### config.mk
export PLATFORM = sky130hd
export DESIGN_NAME = yuyv_to_rgb_converter
export DESIGN_NICKNAME = d
export VERILOG_FILES = /design/src/hw/rtl/y2r_pkg.sv /design/src/hw/rtl/y2r_pair_split.sv /design/src/hw/rtl/y2r_color_pipe.sv /design/src/hw/rtl/yuyv_to_rgb_converter.sv
export SDC_FILE = /design/constraint.sdc
export NUM_CORES = 1
export LEC_CHECK = 0
export ABC_AREA = 1
export ABC_CLOCK_PERIOD_IN_PS = 10810
export BUFFER_PORTS_ARGS = -buffer_cell sky130_fd_sc_hd__buf_2
export CAP_MARGIN = 20
export CELL_PAD_IN_SITES_DETAIL_PLACEMENT = 1
export CELL_PAD_IN_SITES_GLOBAL_PLACEMENT = 1
export CORE_MARGIN = 2
export CORE_UTILIZATION = 50
export DETAILED_ROUTE_END_ITERATION = 6
export PLACE_DENSITY_LB_ADDON = 0.1
export SYNTH_ARGS = -nofsm -noshare
export SYNTH_HDL_FRONTEND = slang
export SYNTH_SLANG_ARGS = --single-unit
export TNS_END_PERCENT = 50
### constraint.sdc
create_clock -name i_clk -period 10.81 [get_ports i_clk]
set_input_delay 0.5405 -clock i_clk [delete_from_list [all_inputs] [get_ports i_clk]]
set_output_delay 0.5405 -clock i_clk [all_outputs]
set_load 0.1 [all_outputs]
### src/hw/rtl/y2r_pkg.sv
// Shared types, constants and helpers for the YUYV to RGB converter.
`timescale 1ns / 1ps

package y2r_pkg;

    localparam int unsigned PixW  = 8;   // width of one sample or channel
    localparam int unsigned OfsW  = 9;   // signed luma/chroma offset
    localparam int unsigned CoefW = 12;  // signed coefficient
    localparam int unsigned SumW  = 21;  // signed product and channel sum
    localparam int unsigned QuoW  = 15;  // sum with the divide-by-8 applied
    localparam int unsigned RecW  = 16;  // reciprocal of 125
    localparam int unsigned ProdW = 31;  // quotient product
    localparam int unsigned RecSh = 22;  // reciprocal scaling shift

    localparam logic signed [CoefW-1:0] C_Y  = 12'sd1164;
    localparam logic signed [CoefW-1:0] C_RV = 12'sd1596;
    localparam logic signed [CoefW-1:0] C_GV = 12'sd813;
    localparam logic signed [CoefW-1:0] C_GU = 12'sd391;
    localparam logic signed [CoefW-1:0] C_BU = 12'sd2018;

    localparam logic signed [OfsW-1:0] LUMA_OFS   = 9'sd16;
    localparam logic signed [OfsW-1:0] CHROMA_OFS = 9'sd128;

    // sum / 1000 = (sum >> 3) / 125; 125 is reached by ceil(2^22 / 125)
    localparam logic [RecW-1:0] REC_125 = 16'd33555;
    // first sum whose quotient exceeds full scale
    localparam logic signed [SumW-1:0] SUM_SAT = 21'sd256000;

    localparam logic [PixW-1:0] PIX_MAX = 8'd255;
    localparam logic [PixW-1:0] PIX_MIN = 8'd0;

    // one pixel entering the colour pipeline
    typedef struct packed {
        logic            valid;
        logic            last;
        logic [PixW-1:0] luma;
        logic [PixW-1:0] cb;
        logic [PixW-1:0] cr;
    } t_pix_in;

    // signed coefficient times signed offset, full precision
    function automatic logic signed [SumW-1:0] mul_coef(
        input logic signed [OfsW-1:0]  x,
        input logic signed [CoefW-1:0] c
    );
        logic signed [SumW-1:0] xe;
        logic signed [SumW-1:0] ce;
        xe = SumW'(x);
        ce = SumW'(c);
        return xe * ce;
    endfunction

endpackage

### src/hw/rtl/y2r_pair_split.sv
// Splits one accepted macropixel into two pixels, one per cycle.
`timescale 1ns / 1ps

module y2r_pair_split (
    input  logic                     i_clk,
    input  logic                     i_rst_n,
    input  logic                     i_start,
    input  logic [y2r_pkg::PixW-1:0] i_luma_first,
    input  logic [y2r_pkg::PixW-1:0] i_chroma_blue,
    input  logic [y2r_pkg::PixW-1:0] i_luma_second,
    input  logic [y2r_pkg::PixW-1:0] i_chroma_red,
    output logic                     o_busy,
    output y2r_pkg::t_pix_in         o_pix
);

    logic                     r_hold;
    logic                     n_hold;
    logic [y2r_pkg::PixW-1:0] r_luma;
    logic [y2r_pkg::PixW-1:0] r_cb;
    logic [y2r_pkg::PixW-1:0] r_cr;
    logic                     w_accept;

    assign o_busy   = r_hold;
    assign w_accept = i_start && !r_hold;
    assign n_hold   = w_accept;

    always_ff @(posedge i_clk) begin
        if (!i_rst_n) begin
            r_hold <= 1'b0;
        end else begin
            r_hold <= n_hold;
        end
    end

    // hold the second luma and shared chroma for the following cycle
    always_ff @(posedge i_clk) begin
        if (w_accept) begin
            r_luma <= i_luma_second;
            r_cb   <= i_chroma_blue;
            r_cr   <= i_chroma_red;
        end
    end

    always_comb begin
        if (r_hold) begin
            o_pix.valid = 1'b1;
            o_pix.last  = 1'b1;
            o_pix.luma  = r_luma;
            o_pix.cb    = r_cb;
            o_pix.cr    = r_cr;
        end else begin
            o_pix.valid = w_accept;
            o_pix.last  = 1'b0;
            o_pix.luma  = i_luma_first;
            o_pix.cb    = i_chroma_blue;
            o_pix.cr    = i_chroma_red;
        end
    end

endmodule

### src/hw/rtl/y2r_color_pipe.sv
// Five-stage BT.601 colour conversion pipeline, one pixel per cycle.
`timescale 1ns / 1ps

module y2r_color_pipe (
    input  logic                     i_clk,
    input  logic                     i_rst_n,
    input  y2r_pkg::t_pix_in         i_pix,
    output logic                     o_valid,
    output logic [y2r_pkg::PixW-1:0] o_red,
    output logic [y2r_pkg::PixW-1:0] o_green,
    output logic [y2r_pkg::PixW-1:0] o_blue,
    output logic                     o_last_of_pair
);

    localparam int unsigned NumCh = 3; // red, green, blue

    // stage 1: offsets
    logic                             r_s1_valid;
    logic                             r_s1_last;
    logic signed [y2r_pkg::OfsW-1:0]  r_s1_y;
    logic signed [y2r_pkg::OfsW-1:0]  r_s1_u;
    logic signed [y2r_pkg::OfsW-1:0]  r_s1_v;

    // stage 2: products
    logic                             r_s2_valid;
    logic                             r_s2_last;
    logic signed [y2r_pkg::SumW-1:0]  r_s2_ys;
    logic signed [y2r_pkg::SumW-1:0]  r_s2_rv;
    logic signed [y2r_pkg::SumW-1:0]  r_s2_gv;
    logic signed [y2r_pkg::SumW-1:0]  r_s2_gu;
    logic signed [y2r_pkg::SumW-1:0]  r_s2_bu;

    // stage 3: channel sums
    logic                             r_s3_valid;
    logic                             r_s3_last;
    logic signed [y2r_pkg::SumW-1:0]  r_s3_sum [NumCh];

    // stage 4: reciprocal products and range flags
    logic                             r_s4_valid;
    logic                             r_s4_last;
    logic [y2r_pkg::ProdW-1:0]        r_s4_prod [NumCh];
    logic [NumCh-1:0]                 r_s4_neg;
    logic [NumCh-1:0]                 r_s4_sat;

    logic [y2r_pkg::PixW-1:0]         n_chan [NumCh];
    logic [y2r_pkg::PixW-1:0]         r_chan [NumCh];
    logic                             r_valid;
    logic                             r_last;

    // valid bits
    always_ff @(posedge i_clk) begin
        if (!i_rst_n) begin
            r_s1_valid <= 1'b0;
            r_s2_valid <= 1'b0;
            r_s3_valid <= 1'b0;
            r_s4_valid <= 1'b0;
            r_valid    <= 1'b0;
        end else begin
            r_s1_valid <= i_pix.valid;
            r_s2_valid <= r_s1_valid;
            r_s3_valid <= r_s2_valid;
            r_s4_valid <= r_s3_valid;
            r_valid    <= r_s4_valid;
        end
    end

    // payload
    always_ff @(posedge i_clk) begin
        r_s1_last <= i_pix.last;
        r_s1_y    <= $signed({1'b0, i_pix.luma}) - y2r_pkg::LUMA_OFS;
        r_s1_u    <= $signed({1'b0, i_pix.cb}) - y2r_pkg::CHROMA_OFS;
        r_s1_v    <= $signed({1'b0, i_pix.cr}) - y2r_pkg::CHROMA_OFS;

        r_s2_last <= r_s1_last;
        r_s2_ys   <= y2r_pkg::mul_coef(r_s1_y, y2r_pkg::C_Y);
        r_s2_rv   <= y2r_pkg::mul_coef(r_s1_v, y2r_pkg::C_RV);
        r_s2_gv   <= y2r_pkg::mul_coef(r_s1_v, y2r_pkg::C_GV);
        r_s2_gu   <= y2r_pkg::mul_coef(r_s1_u, y2r_pkg::C_GU);
        r_s2_bu   <= y2r_pkg::mul_coef(r_s1_u, y2r_pkg::C_BU);

        r_s3_last   <= r_s2_last;
        r_s3_sum[0] <= r_s2_ys + r_s2_rv;
        r_s3_sum[1] <= r_s2_ys - r_s2_gv - r_s2_gu;
        r_s3_sum[2] <= r_s2_ys + r_s2_bu;

        r_s4_last <= r_s3_last;
        r_last    <= r_s4_last;
    end

    // divide by 1000 as (sum >> 3) * ceil(2^22 / 125) >> 22; only sums in
    // 0..255999 use the quotient, so bits 17:3 carry the whole value
    for (genvar ch = 0; ch < NumCh; ch++) begin : g_chan
        always_ff @(posedge i_clk) begin
            r_s4_neg[ch]  <= r_s3_sum[ch][y2r_pkg::SumW-1];
            r_s4_sat[ch]  <= !r_s3_sum[ch][y2r_pkg::SumW-1]
                             && (r_s3_sum[ch] >= y2r_pkg::SUM_SAT);
            r_s4_prod[ch] <= y2r_pkg::ProdW'(r_s3_sum[ch][y2r_pkg::QuoW+2:3])
                             * y2r_pkg::ProdW'(y2r_pkg::REC_125);
        end

        always_comb begin
            priority if (r_s4_neg[ch]) begin
                n_chan[ch] = y2r_pkg::PIX_MIN;
            end else if (r_s4_sat[ch]) begin
                n_chan[ch] = y2r_pkg::PIX_MAX;
            end else begin
                n_chan[ch] = r_s4_prod[ch][y2r_pkg::RecSh+y2r_pkg::PixW-1:y2r_pkg::RecSh];
            end
        end

        always_ff @(posedge i_clk) begin
            r_chan[ch] <= n_chan[ch];
        end
    end

    assign o_valid        = r_valid;
    assign o_last_of_pair = r_last;
    assign o_red          = r_chan[0];
    assign o_green        = r_chan[1];
    assign o_blue         = r_chan[2];

endmodule

### src/hw/rtl/yuyv_to_rgb_converter.sv
// Top level of the YUYV (4:2:2) to RGB converter, BT.601 studio range.
//
//  channel   handshake          payload
//  --------  -----------------  ---------------------------------------------
//  input     i_start / o_busy   i_luma_first, i_chroma_blue, i_luma_second,
//                               i_chroma_red
//  result    o_valid (strobe)   o_red, o_green, o_blue, o_last_of_pair
//
// An item is taken on a rising edge with i_start high and o_busy low. Each
// item yields two pixels; the pair splitter feeds the colour pipeline one
// pixel per cycle, so o_busy rises for the cycle after every accepted item
// and no new item is taken until the second pixel has entered the pipeline.
// The first pixel passes the offset, product, sum, reciprocal and output
// registers, and the second (o_last_of_pair high) follows it in the next cycle.
// Synchronous active-low reset clears the pair splitter and every valid bit
// of the pipeline; data registers are not reset.
// The receiver takes every strobed pixel, so the pipeline never stalls.
`timescale 1ns / 1ps

module yuyv_to_rgb_converter (
    input  logic                     i_clk,
    input  logic                     i_rst_n,
    input  logic                     i_start,
    output logic                     o_busy,
    input  logic [y2r_pkg::PixW-1:0] i_luma_first,
    input  logic [y2r_pkg::PixW-1:0] i_chroma_blue,
    input  logic [y2r_pkg::PixW-1:0] i_luma_second,
    input  logic [y2r_pkg::PixW-1:0] i_chroma_red,
    output logic                     o_valid,
    output logic [y2r_pkg::PixW-1:0] o_red,
    output logic [y2r_pkg::PixW-1:0] o_green,
    output logic [y2r_pkg::PixW-1:0] o_blue,
    output logic                     o_last_of_pair
);

    // one pixel per cycle from the splitter into the pipeline
    y2r_pkg::t_pix_in w_pix;

    // Hold the second luma and the shared chroma while the
    // first pixel enters the pipeline.
    y2r_pair_split u_split (
        .i_clk         (i_clk),
        .i_rst_n       (i_rst_n),
        .i_start       (i_start),
        .i_luma_first  (i_luma_first),
        .i_chroma_blue (i_chroma_blue),
        .i_luma_second (i_luma_second),
        .i_chroma_red  (i_chroma_red),
        .o_busy        (o_busy),
        .o_pix         (w_pix)
    );

    // Offsets, coefficient products, channel sums, reciprocal divide, then
    // clamp into the output registers; valid advances with each pixel.
    y2r_color_pipe u_pipe (
        .i_clk          (i_clk),
        .i_rst_n        (i_rst_n),
        .i_pix          (w_pix),
        .o_valid        (o_valid),
        .o_red          (o_red),
        .o_green        (o_green),
        .o_blue         (o_blue),
        .o_last_of_pair (o_last_of_pair)
    );

endmodule

# Word level (Yosys, flattened, before mapping)
# Memory sizes are Yosys's and may differ from the RTL's.
# Cells that the tools add are included.
# totals
elab_cells	64
mem_bits_rw	180
in_bits	35
reg_bits	168
romBits	0
latchBits	0
n_memories	3
# memory_table
memory	depth	word_bits	rd	rd_clocked_by_memory_dff	write_ports	line_no	text
u_pipe.r_s4_prod	3	31	3	0	3	y2r_color_pipe.sv:41	logic [y2r_pkg::ProdW-1:0] r_s4_prod [NumCh];
u_pipe.r_s3_sum	3	21	3	0	3	y2r_color_pipe.sv:36	logic signed [y2r_pkg::SumW-1:0] r_s3_sum [NumCh];
u_pipe.r_chan	3	8	3	0	3	y2r_color_pipe.sv:46	logic [y2r_pkg::PixW-1:0] r_chan [NumCh];
# op_classes
shift	0
n_lt_le_gt_ge	3
n_bitwise	0
eq_ne	0
multipliers	8
n_mux	7
n_reduce_logical	8
n_addsub	7
n_div	0
# ops
cell	n
$mul 15x16->31 const B	3
$ge 21x19->1 const B	3
$mul 9x10->19 const B	3
$mux 8	6
$add 21x21->21	2
$sub 21x21->21	2
$mul 9x11->20 const B	2
$mux 26	1
$sub 8x8->9 const B	2
$sub 8x5->9 const B	1
$logic_and 1x1->1	4
$logic_not 1->1	4

# Depth between registers and ports, before layout
# depth
ltp_word	4
mapped_depth	22
mapped_depth_nobuf	22

# Hierarchy
# A second synthesis with hierarchy kept.
# unflattened
hier_cells	3649
hier_area_um2	28616.2
# modules_own_cells
mod	n_inst	area_each_um2	cells_per_inst	seq_area_each_um2
y2r_color_pipe	1	27518.9	3540	4844.6
y2r_pair_split	1	1097.3	109	740.7

# Least setup slack after synthesis
# OpenSTA, ideal clock, no wires.
# synth_path
kind	register to register
start	memory u_pipe.r_s3_sum[0][37] (netlist bit)
end	memory u_pipe.r_s4_prod[0][53] (netlist bit)
t_required_ps	10697
slack_ps	6694
arrival_ps	4003
path_stages_with_launch	19
setup_time_ps	113
cell_sequence	dfxtp_1 inv_1 ha_1 inv_1 fa_1 inv_1 fa_1 inv_1 fa_1 fa_1 ha_1 ha_1 nand2_1 nor2_1 nand2_1 inv_1 nand3_1 nand4_1 nand2_1
# synth_rtl
element	line_no
start: declaration	y2r_color_pipe.sv:36
end: declaration	y2r_color_pipe.sv:41

==> results.txt <==
* Number of library cell types mapped by synthesis: 40
- Number of antenna violations at the first check in global routing: 1
- The worst hold path begins at i_luma_second[0].
- Summing every instance area after synthesis gives 28600 um^2.
- Timing startpoint of the critical path: u_pipe.r_s3_sum[0][37]
- The share of synthesized area in the top cell type comes to 0.289.
* Relative area change from synthesis to final layout: 8.65%
- The clock drives 267 sinks.
- In this design, the stage delay of the slowest critical-path cell is 0.57 ns.
- The repair_antennas step left the layout with diodes totalling 0.
* Timing-limited maximum frequency: about 0.21 GHz
- No sink is reached through more buffers than the 3 on the longest clock path.
- By area the synthesized netlist is led by sky130_fd_sc_hd__ha_1 (29%), sky130_fd_sc_hd__dfxtp_1 (17%), sky130_fd_sc_hd__fa_1 (14%).
- Routed via count: 22958
- # nets final: 4630
- Worst path arrival time: 5.19 ns
* Most common cell after layout, fill and taps aside: sky130_fd_sc_hd__nand2_1
* Tightest Pin Transition: around 0.68 ns
- Worst-path maximum fanout: 6
- Most frequent cells in the layout: sky130_fd_sc_hd__nand2_1 (885), sky130_fd_sc_hd__inv_1 (805), sky130_fd_sc_hd__ha_1 (660)
- Initial core utilization: 0.506
* Mean Syn Cell Area: between 7 and 8 um^2
- Total overflow reported by the global router: 0
- Fraction of registers with async set or reset after synthesis: 0
* Core region area: between 50000 and 60000 um^2
* Kind of start point of the critical path: register
- Final setup fails: 0
- Required time worst endpoint: 11.31 ns
- The number of gates resized after CTS was 0.
* Sequential-to-total area share from yosys stat: 0.195
- TritonCTS built the clock tree.
- TritonRoute pass-1 iters: 5
- Setup TNS after final layout: 0 ns
- The count of nets left with antenna violations once routing finished came out at 0.
* Clock input transition at the sequential cells of the worst setup and hold paths: around 0.06 ns
- Total wire length: 77500 um
- For the worst-skew pair, the clock arrives at the later sink with an insertion delay of approximately 0.57 ns.
- Estimated wirelength of the detail-placed design: 67300 um
- Vias in the first global route: between 20000 and 30000
- The die is between 200 and 250 um tall.
- Top FF cell, synth: sky130_fd_sc_hd__dfxtp_1
* Final Hold Violating Endpoints: 0
* Drc violations: 0
* Total global routing track utilization: 0.269
- Ys Warns: 0
- Gate count of the mapped netlist: between 3000 and 4000
- For this block, the initial DRC count from the detailed router was 809.
* Area of the die: about 59000 um^2
- Critical Path Sink Type: register
- The number of setup buffers added after CTS is 0.
* Fraction of the cycle the final worst path needs: 0.434
* Port-buffer cells: 61
* Count of hold-fix buffers inserted at cts: 0
* Total nets after synthesis: 4541
- The first global-routing pass estimated 129000 um of wire.
- The cell sitting at the root of the clock tree is a sky130_fd_sc_hd__clkbuf_16.
* Pin count of the biggest net entering global routing: 30
- Worst min-delay path class: in -> reg
- Average vias per placed instance: 5.08
- The worst register-to-register path begins at u_pipe.r_s3_sum[0][37].
* Layout fillers: 7023
- In this run, CTS created clock tree buffers numbering 36.
* H-tree depth: 2
- In this run the tightest slew margin relative to its limit is 0.544.
- The slowest stage of the critical path is the sky130_fd_sc_hd__fa_1 cell.
- Measured along the x axis, the die boundary spans 243 um.
- Counting I/O delays and the setup requirement, the final critical path takes 4.69 ns.
* Synth area leader: sky130_fd_sc_hd__ha_1
* Max capacitance violation total: 0
* Final clock skew: approximately 0.030 ns
- The run finished with clean final reports.
- In this run the count of I/O pins placed on the die edge is 62.
- The number of slew-limit violations in the final report came to 0.
* Share of cells above drive strength 1: 0.0388
- Family with the most delay on the worst path: adder cells
- Post-synth EDFFs: 24
* Cell breakdown of the critical path: inv_1 > ha_1 > inv_1 > fa_1 > inv_1 > fa_1 > fa_1 > inv_1 > fa_1 > ha_1 > ha_1 > nand2_1 > nor2_1 > nand3_1 > nor2_1 > nand2_1 > nand3_1 > nand2_1 > nand2_1
- Wirelength per Cell: 17.2 um
- Gpl congestion: 0.926
- Yosys reg bits: ~270
* Number of rows created at floorplan: 87
* Unrepaired setup endpoints after global routing: false
* Count of buffer and inverter cells on the critical path: 4
* Start-to-end type of the worst setup path: reg -> reg
[cell usage after synthesis (7+ instances only)]
cell                       count
sky130_fd_sc_hd__nor2_1      253
sky130_fd_sc_hd__nor3_1       17
sky130_fd_sc_hd__clkbuf_1      8
sky130_fd_sc_hd__nand4_1      35
sky130_fd_sc_hd__nand3_1     171
sky130_fd_sc_hd__fa_1        201
sky130_fd_sc_hd__nand2_1     885
sky130_fd_sc_hd__a21o_1       17
sky130_fd_sc_hd__xnor2_1      24
sky130_fd_sc_hd__ha_1        660
sky130_fd_sc_hd__xor2_1       59
sky130_fd_sc_hd__o21ai_0      32
sky130_fd_sc_hd__nor4_1        7
sky130_fd_sc_hd__edfxtp_1     24
sky130_fd_sc_hd__a21oi_1     139
sky130_fd_sc_hd__dfxtp_1     243
sky130_fd_sc_hd__inv_1       805
sky130_fd_sc_hd__o21bai_1     16
[stage by stage]
stage          cell area (um^2)  hold WS (ns)   util  cells  worst slack, ns
2_1_floorplan             28600         0.310      -   3645             6.69
3_3_place_gp              29800         0.315  0.527   4452             6.29
3_5_place_dp              29800         0.316  0.527   4452             6.17
4_1_cts                   31000         0.117  0.550   4517             6.10
5_1_grt                   31000         0.135  0.550   4517             5.73
6_report                  31000         0.146  0.550   4517             6.12
[flip-flops by register name, summed over array words and instances, names as in the netlist, 3 cells and up]
| register | cells |
|---|---|
| u_pipe.r_chan | 24 |
| u_split.r_cb | 8 |
| u_pipe.r_s2_bu | 19 |
| u_pipe.r_s2_rv | 18 |
| u_split.r_luma | 8 |
| u_pipe.r_s4_sat | 3 |
| u_pipe.r_s2_gu | 19 |
| u_split.r_cr | 8 |
| u_pipe.r_s3_sum | 58 |
| u_pipe.r_s4_neg | 3 |
| u_pipe.r_s2_gv | 20 |
| u_pipe.r_s1_v | 8 |
| u_pipe.r_s4_prod | 24 |
| u_pipe.r_s2_ys | 19 |
| u_pipe.r_s1_y | 9 |
| u_pipe.r_s1_u | 8 |
[final cells by class]
class                      count  area, um^2  area share
clock buffer                  44         982      0.0316
inverter                     807        3030      0.0976
tap                          756         946      0.0305
timing repair buffer          63         320      0.0103
sequential                   267        5590       0.180
multi-input combinational   2559       19900       0.641
clock inverter                21         277     0.00891
[metal layers]
layer / GRT usage / wire length [um]
met1: 0.333 / 34900
met2: 0.493 / 38500
met3: 0.0226 / 1610
met4: 0.0855 / 2460
met5: 0 / 16
[worst reg2reg max path, delay by kind of cell, from the launching register on]
kind	cells	cell delay, ns
fa+ha+maj	7	2.91
flops	1	0.48
buf+inv	4	0.38
simple gates	8	0.85
[worst paths after layout]
check,to,slack (ns),cells past startpoint
setup / recovery,u_pipe.r_s4_prod[0][56],6.12,19
hold / removal,u_split.r_luma[0],0.15,1
setup reg to reg,u_pipe.r_s4_prod[0][56],6.12,19
hold reg to reg,u_pipe.o_last_of_pair,0.33,0
[logic make-up (layout without fill, tap and decap cells)]
kind of cell / after synthesis / in the layout / share of synthesized area
buf+inv: 819 / 935 / 0.108
xor+xnor: 83 / 83 / 0.0254
mux: 3 / 3 / 0.00105
simple gates: 1394 / 1394 / 0.198
compound gates: 218 / 218 / 0.0420
fa+ha+maj: 861 / 861 / 0.430
flops: 267 / 267 / 0.195
Power is not shown: default switching activity piles up to over one toggle a cycle in this logic, so the estimate is an artifact.
